$ cat src/hdl/sv32ptw_pkg.sv
`timescale 1ns / 1ps
`default_nettype none
// ----------------------------------------------------------------------------
// sv32ptw_pkg
// Shared types, register indexes and Sv32 PTE helpers for the page table
// walker.
// ----------------------------------------------------------------------------
package sv32ptw_pkg;

  localparam int unsigned AddrW   = 32;
  localparam int unsigned PpnW    = 20;
  localparam int unsigned FlagW   = 6;
  localparam int unsigned CfgIdxW = 1;
  localparam int unsigned CfgW    = PpnW;

  // Configuration register indexes
  localparam logic [CfgIdxW-1:0] CFG_ROOT_PPN   = 1'b0;
  localparam logic [CfgIdxW-1:0] CFG_TLB_ENABLE = 1'b1;

  // One cycle of requester, TLB and memory inputs
  typedef struct packed {
    logic             req;
    logic [AddrW-1:0] virt_addr;
    logic             tlb_hit;
    logic             tlb_absent;
    logic             tlb_superpage;
    logic [PpnW-1:0]  tlb_ppn;
    logic [FlagW-1:0] tlb_flags;
    logic             mem_ack;
    logic [AddrW-1:0] mem_data;
  } item_t;

  // One cycle of walker outputs
  typedef struct packed {
    logic             done_res;
    logic [AddrW-1:0] phys_addr;
    logic [FlagW-1:0] access_flags;
    logic             tlb_lookup;
    logic             tlb_write;
    logic [PpnW-1:0]  tlb_vpn;
    logic [PpnW-1:0]  tlb_new_ppn;
    logic             tlb_new_super;
    logic [FlagW-1:0] tlb_new_flags;
    logic             mem_read;
    logic [AddrW-1:0] mem_addr;
  } res_t;

  function automatic logic [PpnW-1:0] pte_ppn(input logic [AddrW-1:0] p);
    return p[29:10];
  endfunction

  function automatic logic [AddrW-1:0] pte_frame(input logic [AddrW-1:0] p);
    return {p[29:10], 12'h000};
  endfunction

  // R,W,X,U,D,A in bits 0 to 5
  function automatic logic [FlagW-1:0] pte_flags(input logic [AddrW-1:0] p);
    return {p[6], p[7], p[4], p[3], p[2], p[1]};
  endfunction

  function automatic logic pte_invalid(input logic [AddrW-1:0] p);
    return !p[0] || (!p[1] && p[2]);
  endfunction

  function automatic logic pte_leaf(input logic [AddrW-1:0] p);
    return p[1] || p[3];
  endfunction

endpackage
`default_nettype wire

$ cat src/hdl/sv32ptw_core.sv
`timescale 1ns / 1ps
`default_nettype none
// ----------------------------------------------------------------------------
// sv32ptw_core
// Walk state machine: Moore outputs from the walk registers, advanced once
// per transferred input item.
// ----------------------------------------------------------------------------
module sv32ptw_core (
  input  wire logic                      clk_i,
  input  wire logic                      rst_ni,
  input  wire logic                      adv_i,
  input  wire sv32ptw_pkg::item_t        item_i,
  input  wire logic [sv32ptw_pkg::PpnW-1:0] root_ppn_i,
  input  wire logic                      tlb_enable_i,
  output sv32ptw_pkg::res_t              res_o
);
  import sv32ptw_pkg::*;

  typedef enum logic [3:0] {
    ST_IDLE      = 4'd0,
    ST_LOOKUP    = 4'd1,
    ST_HIT       = 4'd2,
    ST_HIT_SUPER = 4'd3,
    ST_FETCH1    = 4'd4,
    ST_CHECK1    = 4'd5,
    ST_FETCH2    = 4'd6,
    ST_CHECK2    = 4'd7,
    ST_OK_SUPER  = 4'd8,
    ST_OK_PAGE   = 4'd9,
    ST_FAULT     = 4'd10
  } state_e;

  state_e           state_q, state_d;
  logic [AddrW-1:0] pte_q, pte_d;
  logic [AddrW-1:0] vaddr_q, vaddr_d;
  logic [AddrW-1:0] frame;

  assign frame = pte_frame(pte_q);

  // Outputs
  always_comb begin
    res_o               = '0;
    res_o.phys_addr     = frame | {20'h0, vaddr_q[11:0]};
    res_o.access_flags  = pte_flags(pte_q);
    res_o.mem_addr      = frame | {20'h0, vaddr_q[31:22], 2'b00};
    case (state_q)
      ST_LOOKUP: begin
        res_o.tlb_lookup = 1'b1;
        res_o.tlb_vpn    = vaddr_q[31:12];
      end
      ST_HIT: begin
        res_o.done_res = 1'b1;
      end
      ST_HIT_SUPER: begin
        res_o.done_res  = 1'b1;
        res_o.phys_addr = frame | {10'h0, vaddr_q[21:0]};
      end
      ST_FETCH1: begin
        res_o.mem_read = 1'b1;
      end
      ST_FETCH2: begin
        res_o.mem_read = 1'b1;
        res_o.mem_addr = frame | {20'h0, vaddr_q[21:12], 2'b00};
      end
      ST_FAULT: begin
        res_o.done_res     = 1'b1;
        res_o.access_flags = '0;
      end
      ST_OK_SUPER, ST_OK_PAGE: begin
        res_o.done_res = 1'b1;
        if (state_q == ST_OK_SUPER) begin
          res_o.phys_addr = frame | {10'h0, vaddr_q[21:0]};
        end
        if (tlb_enable_i) begin
          res_o.tlb_write     = 1'b1;
          res_o.tlb_vpn       = vaddr_q[31:12];
          res_o.tlb_new_ppn   = pte_ppn(pte_q);
          res_o.tlb_new_super = (state_q == ST_OK_SUPER);
          res_o.tlb_new_flags = pte_flags(pte_q);
        end
      end
      default: ;
    endcase
  end

  // Next state
  always_comb begin
    state_d = state_q;
    pte_d   = pte_q;
    vaddr_d = vaddr_q;
    case (state_q)
      ST_IDLE: begin
        vaddr_d = item_i.virt_addr;
        pte_d   = {2'b00, root_ppn_i, 10'h000};
        if (item_i.req) begin
          state_d = tlb_enable_i ? ST_LOOKUP : ST_FETCH1;
        end
      end
      ST_LOOKUP: begin
        if (item_i.tlb_absent) begin
          state_d = ST_FETCH1;
        end else if (item_i.tlb_hit) begin
          state_d = item_i.tlb_superpage ? ST_HIT_SUPER : ST_HIT;
          // keep V, W, X, U and G, OR in flags and load ppn from the TLB entry
          pte_d = (pte_q & 32'h0000_003D)
                | {2'b00, item_i.tlb_ppn, 2'b00,
                   item_i.tlb_flags[4], item_i.tlb_flags[5], 1'b0,
                   item_i.tlb_flags[3], item_i.tlb_flags[2],
                   item_i.tlb_flags[1], item_i.tlb_flags[0], 1'b0};
        end
      end
      ST_FETCH1: begin
        if (item_i.mem_ack) begin
          pte_d   = item_i.mem_data;
          state_d = ST_CHECK1;
        end
      end
      ST_CHECK1: begin
        if (pte_invalid(pte_q)) begin
          state_d = ST_FAULT;
        end else if (pte_leaf(pte_q)) begin
          // leaf at level 1 is a superpage; a misaligned one faults
          state_d = (pte_q[19:10] != 10'h000) ? ST_FAULT : ST_OK_SUPER;
        end else begin
          state_d = ST_FETCH2;
        end
      end
      ST_FETCH2: begin
        if (item_i.mem_ack) begin
          pte_d   = item_i.mem_data;
          state_d = ST_CHECK2;
        end
      end
      ST_CHECK2: begin
        state_d = (pte_leaf(pte_q) && !pte_invalid(pte_q)) ? ST_OK_PAGE : ST_FAULT;
      end
      default: begin
        state_d = ST_IDLE;
      end
    endcase
  end

  always_ff @(posedge clk_i or negedge rst_ni) begin
    if (!rst_ni) begin
      state_q <= ST_IDLE;
      pte_q   <= '0;
      vaddr_q <= '0;
    end else if (adv_i) begin
      state_q <= state_d;
      pte_q   <= pte_d;
      vaddr_q <= vaddr_d;
    end
  end

endmodule
`default_nettype wire

$ cat src/hdl/sv32_page_table_walker.sv
`timescale 1ns / 1ps
`default_nettype none
// ----------------------------------------------------------------------------
// sv32_page_table_walker
// Two-level Sv32 page table walker with optional TLB lookup, stepped once per
// transferred input item.
// ----------------------------------------------------------------------------
//
//  channel   handshake                  payload
//  --------  -------------------------  --------------------------------------
//  input     in_valid_i / in_stall_o    req, virt_addr, tlb_*, mem_ack/data
//  output    out_valid_o / out_stall_i  done_res, phys_addr, ..., mem_addr
//  config    cfg_we_i                   cfg_index_i, cfg_data_i
//
//  Each input transfer advances the walk by at most one state and loads
//  one result into the output register, offered as one output transfer.
//  Throughput is one item per cycle while the sink does not stall.
//  in_stall_o rises only while a result sits in the output register and the
//  sink stalls, so a new item is taken in the same cycle the old one drains.
//  Reset clears the walk state, the PTE and address registers, and the
//  output valid; root_ppn resets to 0 and tlb_enable to 1.
// ----------------------------------------------------------------------------
module sv32_page_table_walker (
  input  wire logic                                clk_i,
  input  wire logic                                rst_ni,
  // configuration
  input  wire logic                                cfg_we_i,
  input  wire logic [sv32ptw_pkg::CfgIdxW-1:0]     cfg_index_i,
  input  wire logic [sv32ptw_pkg::CfgW-1:0]        cfg_data_i,
  // input channel
  input  wire logic                                in_valid_i,
  output logic                                     in_stall_o,
  input  wire logic                                req_i,
  input  wire logic [sv32ptw_pkg::AddrW-1:0]       virt_addr_i,
  input  wire logic                                tlb_hit_i,
  input  wire logic                                tlb_absent_i,
  input  wire logic                                tlb_megapage_i,
  input  wire logic [sv32ptw_pkg::PpnW-1:0]        tlb_ppn_i,
  input  wire logic [sv32ptw_pkg::FlagW-1:0]       tlb_flags_i,
  input  wire logic                                mem_ack_i,
  input  wire logic [sv32ptw_pkg::AddrW-1:0]       mem_data_i,
  // output channel
  output logic                                     out_valid_o,
  input  wire logic                                out_stall_i,
  output logic                                     done_res_o,
  output logic [sv32ptw_pkg::AddrW-1:0]            phys_addr_o,
  output logic [sv32ptw_pkg::FlagW-1:0]            access_flags_o,
  output logic                                     tlb_lookup_o,
  output logic                                     tlb_write_o,
  output logic [sv32ptw_pkg::PpnW-1:0]             tlb_vpn_o,
  output logic [sv32ptw_pkg::PpnW-1:0]             tlb_new_ppn_o,
  output logic                                     tlb_new_super_o,
  output logic [sv32ptw_pkg::FlagW-1:0]            tlb_new_flags_o,
  output logic                                     mem_read_o,
  output logic [sv32ptw_pkg::AddrW-1:0]            mem_addr_o
);
  import sv32ptw_pkg::*;

  logic [PpnW-1:0] root_ppn_q;
  logic            tlb_enable_q;
  logic            out_valid_q;
  res_t            res_q;
  res_t            res_d;
  item_t           item;
  logic            in_xfer;
  logic            out_xfer;

  // Configuration registers; a write takes effect from the next input
  // transfer on, even in the middle of a walk.
  always_ff @(posedge clk_i or negedge rst_ni) begin
    if (!rst_ni) begin
      root_ppn_q   <= '0;
      tlb_enable_q <= 1'b1;
    end else if (cfg_we_i) begin
      case (cfg_index_i)
        CFG_ROOT_PPN:   root_ppn_q   <= cfg_data_i;
        CFG_TLB_ENABLE: tlb_enable_q <= cfg_data_i[0];
        default: ;
      endcase
    end
  end

  // Handshake: hold the input only while a result waits on a stalled sink.
  assign in_stall_o = out_valid_q && out_stall_i;
  assign in_xfer    = in_valid_i && !in_stall_o;
  assign out_xfer   = out_valid_q && !out_stall_i;

  assign item = '{
    req:           req_i,
    virt_addr:     virt_addr_i,
    tlb_hit:       tlb_hit_i,
    tlb_absent:    tlb_absent_i,
    tlb_superpage: tlb_megapage_i,
    tlb_ppn:       tlb_ppn_i,
    tlb_flags:     tlb_flags_i,
    mem_ack:       mem_ack_i,
    mem_data:      mem_data_i
  };

  // Walk registers advance on each input transfer; res_d is the Moore output
  // of the state before that step.
  sv32ptw_core u_core (
    .clk_i        (clk_i),
    .rst_ni       (rst_ni),
    .adv_i        (in_xfer),
    .item_i       (item),
    .root_ppn_i   (root_ppn_q),
    .tlb_enable_i (tlb_enable_q),
    .res_o        (res_d)
  );

  // Output register: load on input transfer, drop valid once transferred.
  always_ff @(posedge clk_i or negedge rst_ni) begin
    if (!rst_ni) begin
      out_valid_q <= 1'b0;
    end else if (in_xfer) begin
      out_valid_q <= 1'b1;
    end else if (out_xfer) begin
      out_valid_q <= 1'b0;
    end
  end

  always_ff @(posedge clk_i) begin
    if (in_xfer) begin
      res_q <= res_d;
    end
  end

  assign out_valid_o     = out_valid_q;
  assign done_res_o      = res_q.done_res;
  assign phys_addr_o     = res_q.phys_addr;
  assign access_flags_o  = res_q.access_flags;
  assign tlb_lookup_o    = res_q.tlb_lookup;
  assign tlb_write_o     = res_q.tlb_write;
  assign tlb_vpn_o       = res_q.tlb_vpn;
  assign tlb_new_ppn_o   = res_q.tlb_new_ppn;
  assign tlb_new_super_o = res_q.tlb_new_super;
  assign tlb_new_flags_o = res_q.tlb_new_flags;
  assign mem_read_o      = res_q.mem_read;
  assign mem_addr_o      = res_q.mem_addr;

endmodule
`default_nettype wire

$ cat config.mk
export PLATFORM = sky130hd
export DESIGN_NAME = sv32_page_table_walker
export DESIGN_NICKNAME = d
export VERILOG_FILES = /design/src/hdl/sv32ptw_pkg.sv /design/src/hdl/sv32ptw_core.sv /design/src/hdl/sv32_page_table_walker.sv
export SDC_FILE = /design/constraint.sdc
export NUM_CORES = 1
export LEC_CHECK = 0
export ABC_AREA = 1
export BUFFER_PORTS_ARGS = -buffer_cell sky130_fd_sc_hd__buf_2
export CAP_MARGIN = 20
export CORE_ASPECT_RATIO = 1.5
export CORE_MARGIN = 4
export CORE_UTILIZATION = 56
export DETAILED_ROUTE_END_ITERATION = 10
export HOLD_SLACK_MARGIN = 0.02
export PLACE_DENSITY = 0.85
export SLEW_MARGIN = 20
export SYNTH_ARGS = -nofsm -noshare
export SYNTH_HDL_FRONTEND = slang
export SYNTH_SLANG_ARGS = --single-unit
$ cat constraint.sdc
create_clock -name clk_i -period 7.8 [get_ports clk_i]
set_clock_uncertainty 0.05 [all_clocks]
set_input_delay 1.56 -clock clk_i [delete_from_list [all_inputs] [get_ports clk_i]]
set_output_delay 1.56 -clock clk_i [all_outputs]
set_load 0.01 [all_outputs]
==> Word-level counts from Yosys, hierarchy flattened <==
Cells that the tools add are included.
{ "word_totals": {"register_bits": 209, "in_bits": 121, "output_inout_bits": 123} }
{ "op_classes": {"eq_ne": 17, "muxes": 26, "bitwise_logic": 6, "n_reduce_logical": 25} }
{ "ops": {"columns": ["operator", "count"], "rows": [
  ["$or 32x12->32", 3],
  ["$mux 30", 3],
  ["$pmux 30 s3", 1],
  ["$mux 32", 2],
  ["$pmux 32 s2", 1],
  ["$mux 48", 1],
  ["$pmux 20 s2", 1],
  ["$or 32x22->32", 1],
  ["$or 6x30->30", 1],
  ["$mux 4", 7],
  ["$pmux 4 s6", 1],
  ["$eq 4x3->1 const B", 4],
  ["$eq 4x4->1 const B", 3],
  ["$ne 2x2->1 const B", 5],
  ["$reduce_and 5->1", 2],
  ["$reduce_bool 10->1", 1],
  ["$eq 4x2->1 const B", 2],
  ["$reduce_and 2->1", 4],
  ["$mux 1", 6],
  ["$logic_and 1x1->1", 5],
  ["$logic_not 1->1", 5],
  ["$reduce_or 5->1", 1],
  ["$eq 4x1->1 const B", 1],
  ["$logic_not 4->1", 1],
  ["other kinds (9)", 12]
]} }

==> Longest topological paths before layout <==
{ "logic_depth": {"depth_word": 7, "depth_mapped": 10, "ltp_nobuf": 9} }

==> By module <==
Synthesis repeated with hierarchy kept, for this count alone.
{ "unflattened": {"cells_unflattened": 836, "area_unflattened_um2": 8572.0} }
{ "modules_own_cells": {"columns": ["mod", "instances", "cells_per_inst", "area_per_inst_um2", "seq_area_each_um2"], "rows": [
  ["sv32_page_table_walker", 1, 220, 4515.6, 4185.3],
  ["sv32ptw_core", 1, 616, 4056.4, 1576.5]
]} }

==> Worst setup path before layout <==
Ideal clock, no wire load.
{ "synth_path": {"path_type": "input to register", "start": "input out_stall_i", "end": "register u_core.pte_q[11]", "t_arrival_ps": 6131, "required_ps": 7632, "path_slack_ps": 1502, "cell_stages": 9, "n_path_buf": 1, "path_cell_list": "nand2_1 -> inv_2 -> nor2_2 -> inv_1 -> nor2_2 -> nand3_4 -> buf_4 -> nand2_1 -> nand2_1"} }
{ "synth_via": {"elab_chain_cells": 4} }
{ "synth_lines": {"columns": ["element", "line_no", "text"], "rows": [
  ["start, declared", "sv32_page_table_walker.sv:44", "input wire logic out_stall_i,"],
  ["$logic_and 1x1->1", "sv32_page_table_walker.sv:84", "assign in_stall_o = out_valid_q && out_stall_i;"],
  ["via in_stall_o", "sv32_page_table_walker.sv:32", "output logic in_stall_o,"],
  ["$logic_not 1->1", "sv32_page_table_walker.sv:85", "assign in_xfer = in_valid_i && !in_stall_o;"],
  ["$logic_and 1x1->1", "sv32_page_table_walker.sv:85", null],
  ["via in_xfer", "sv32_page_table_walker.sv:65", "logic in_xfer;"],
  ["$reduce_and 5->1 (no source line)", null, null],
  ["end signal, assigned", "sv32ptw_core.sv:150", "pte_q <= pte_d;"],
  ["end, declared", "sv32ptw_core.sv:34", "logic [AddrW-1:0] pte_q, pte_d;"]
]} }
The timed path passes the listed nets, and every way through them passes these cells.
A chain may end at the register's enable or synchronous reset.

==> Worst setup path after layout <==
{ "layout_path": {"start": "input out_stall_i", "end": "register u_core.vaddr_q[24]"} }
{ "layout_via": {"elab_chain_cells": 4} }
{ "layout_lines": {"columns": ["element", "line_no", "text"], "rows": [
  ["$logic_and 1x1->1", "sv32_page_table_walker.sv:84", null],
  ["$logic_not 1->1", "sv32_page_table_walker.sv:85", null],
  ["$logic_and 1x1->1", "sv32_page_table_walker.sv:85", null],
  ["via in_xfer", "sv32_page_table_walker.sv:65", null],
  ["$reduce_and 2->1 (no source line)", null, null],
  ["end signal, assigned", "sv32ptw_core.sv:151", "vaddr_q <= vaddr_d;"],
  ["end, declared", "sv32ptw_core.sv:35", "logic [AddrW-1:0] vaddr_q, vaddr_d;"]
]} }
The timed path passes the listed nets, and every way through them passes these cells.

==> metrics.txt <==
share of layout cells above drive strength 1 31.4%; synthesized flop and latch total 204; DR vias 6,082; TritonCTS clock tree done; Mean Syn Cell Area 10.9 um2; status completed; Area Growth Syn to Fin 22.0%; first-pass GRT wire length 30,000 um; Residual DRC 0; CP Cell Sequence buf_2, nand2_1, inv_2, nor2_4, buf_4, inv_1, nor2_4, o21ai_0; Slew @ Worst Pin 1.02 ns; Worst Hold Class register to register; wire length on met2 10,100 um; gpl congestion 0.810; required time worst endpoint 8.04 ns; CP Data Arrival Time 3.86 ns; vias in the first global route 5,980; die height 157 um; critical path fanouts, max 52; clock buffer depth 3; largest net degree at the start of global routing 86; Resize count post-CTS 0; Reg clk slew, reported paths 0.07 ns; cts hold-fix bufs 0; Die W 108 um; CTS buffer count 19; post-DP HPWL 13,700 um; slowest stage delay, CP 0.87 ns; Antenna Nets Post-Route 0; RSZ-0062 raised after global routing no; max_cap viols 0; IO buf count 236; sequential area share after synthesis 68.3%; post-layout util 69.7%; Final period util 46.4%; Initial Util 57.2%; Max-slew headroom 31.7%; Worst setup EP type register; routed wl met3 1230 um; # IOs 244; Startpoint Class input port; cell mode on critical path nor2_4; max-slew violation count 0; Vias/cell 5.15; Initial DRC Count 269; fillcell total 1,109; initial antenna violation count 0; slowest library cell on the worst path nor2_4; post-layout min period 3.62 ns; Initial DRT Pass Iterations 5; wire per inst 16.3 um; Peak supply drop 0.000191 V; Die Footprint 17,000 um2; Detailed Route WL 19,200 um; clock latency on the worst-skew pair 0.48 ns; clock sink count 204; Row Count 54; Core Area 14,600 um2; Total Negative Setup Slacks 0 ns; Hold Fails Final Rpt 0; Setup Buffers After CTS 0; crit path kind input port to register; top layer in use met4; pwr dens 355 nW/um2; Synth warnings 0; count of endpoints failing setup in the final report 0; Fmax achieved 277 MHz; synthesized area 8340 um2; diodes inserted 0; Unique masters post-synth 29; Static Leakage 4.75 nW; CTS H-tree depth 1; final net count 1,095; Gate Count Post-Synth 768; gr ovfl total 0; Total Routing Usage GR 22.4%; DRT met1 WL 7160 um; root buf cell clkbuf_16
[cells in the final DEF, fill, tap and decap left out]
cell	Yosys	routed
a21oi_1	1	1
a31oi_1	2	2
buf_2	19	235
buf_4	7	3
buf_6	2	1
bufinv_16	0	2
clkbuf_1	26	4
clkbuf_16	0	20
clkbuf_8	0	3
clkinv_1	0	1
clkinv_2	0	1
clkinv_4	0	1
clkinvlp_4	0	1
conb_1	1	2
dfrtp_1	84	84
dfstp_2	1	1
edfxtp_1	119	119
inv_1	61	61
inv_2	7	7
mux2_2	19	19
nand2_1	193	193
nand2_2	1	1
nand2_4	1	1
nand3_1	74	74
nand3_4	3	3
nand4_1	3	3
nor2_1	68	68
nor2_2	4	3
nor2_4	4	5
nor2_8	1	1
nor4_1	1	1
o21ai_0	62	62
o21ai_2	1	1
o21ai_4	1	1
o221ai_1	1	1
[flip-flops by register name, summed over array words and instances (netlist names)]
register and flops:
u_core.pte_q 27, out_valid_o 1, mem_read_o 1, tlb_new_flags_o 6, tlb_lookup_o 1, root_ppn_q 20
u_core.state_q 4, tlb_enable_q 1, done_res_o 1, access_flags_o 6, tlb_write_o 1, tlb_vpn_o 20
tlb_new_super_o 1, mem_addr_o 30, tlb_new_ppn_o 20, u_core.vaddr_q 32, phys_addr_o 32
[path summary, 6_finish.rpt]
kind | startpoint | to | slack (ns) | depth (start not counted)
setup / recovery | out_stall_i | u_core.vaddr_q[24] | 4.18 | 8
hold / removal | u_core.vaddr_q[6] | phys_addr_o[6] | 0.39 | 0
setup reg to reg | out_valid_o | u_core.vaddr_q[24] | 4.97 | 7
hold reg to reg | u_core.vaddr_q[6] | phys_addr_o[6] | 0.39 | 0
max in group asynchronous | rst_ni | u_core.vaddr_q[2] | 6.06 | 1
min in group asynchronous | rst_ni | root_ppn_q[13] | 1.10 | 1
[area by class of cell]
class / count / area, um2 / share of cell area, %
Sequential cell: 204 / 5700 / 56.0
Multi-Input combinational cell: 442 / 2120 / 20.9
Timing Repair Buffer: 239 / 1210 / 11.9
Clock buffer: 27 / 557 / 5.47
Inverter: 68 / 255 / 2.51
Tap cell: 196 / 245 / 2.41
Clock inverter: 6 / 85.1 / 0.836
[cells by family after synthesis]
group                  share of synthesized area [%]
AOI/OAI and AO/OA                               4.33
buffers and inverters                           6.31
DFF                                             68.3
muxes                                           2.56
other                                         0.0449
and+or+nand+nor                                 18.4
[cells in the mapped netlist]
cell,count,area (um2)
nand2_1,193,724
edfxtp_1,119,3570
dfrtp_1,84,2100
nand3_1,74,370
nor2_1,68,255
o21ai_0,62,310
inv_1,61,229
clkbuf_1,26,97.6
buf_2,19,95.1
mux2_2,19,214
buf_4,7,52.6
inv_2,7,26.3
nor2_2,4,25.0
nor2_4,4,45.0
nand3_4,3,52.6
nand4_1,3,18.8
a31oi_1,2,12.5
buf_6,2,22.5
a21oi_1,1,5.00
buf_1,1,3.75
conb_1,1,3.75
dfstp_2,1,26.3
nand2_2,1,6.26
nand2_4,1,11.3
nor2_8,1,20.0
nor4_1,1,6.26
o21ai_2,1,8.76
o21ai_4,1,16.3
o221ai_1,1,8.76
[per-layer routing]
layer  GRT usage [%]  vias to the layer above
met5               0                        -
met4            9.63                        0
li1                -                     2922
met3            3.08                       56
met1            27.6                     2844
met2            39.5                      260
[worst max-delay path, delay by kind of cell]
family,cells,cell delay (ns)
and+or+nand+nor,3,1.01
AOI/OAI and AO/OA,1,0.23
buffers and inverters,4,1.00
[power breakdown]
part           internal, W  switching, W
registers          0.00148      0.000171
clock network     0.000564      0.000379
logic             0.000329      0.000691
[through the flow]
| stage | instances | total power (W) | hold slack [ns] | worst slack (ns) | area [um2] |
|---|---|---|---|---|---|
| after floorplan | 769 | 0.00239 | 0.397 | 1.50 | 8350 |
| after global placement | 1149 | 0.00265 | 0.373 | 3.82 | 9530 |
| after detailed placement | 1149 | 0.00270 | 0.377 | 3.72 | 9530 |
| after CTS | 1182 | 0.00365 | 0.393 | 4.20 | 10200 |
| after global routing | 1182 | 0.00386 | 0.398 | 3.92 | 10200 |
| final | 1182 | 0.00362 | 0.393 | 4.18 | 10200 |
Power figures use the tool's default switching activity.
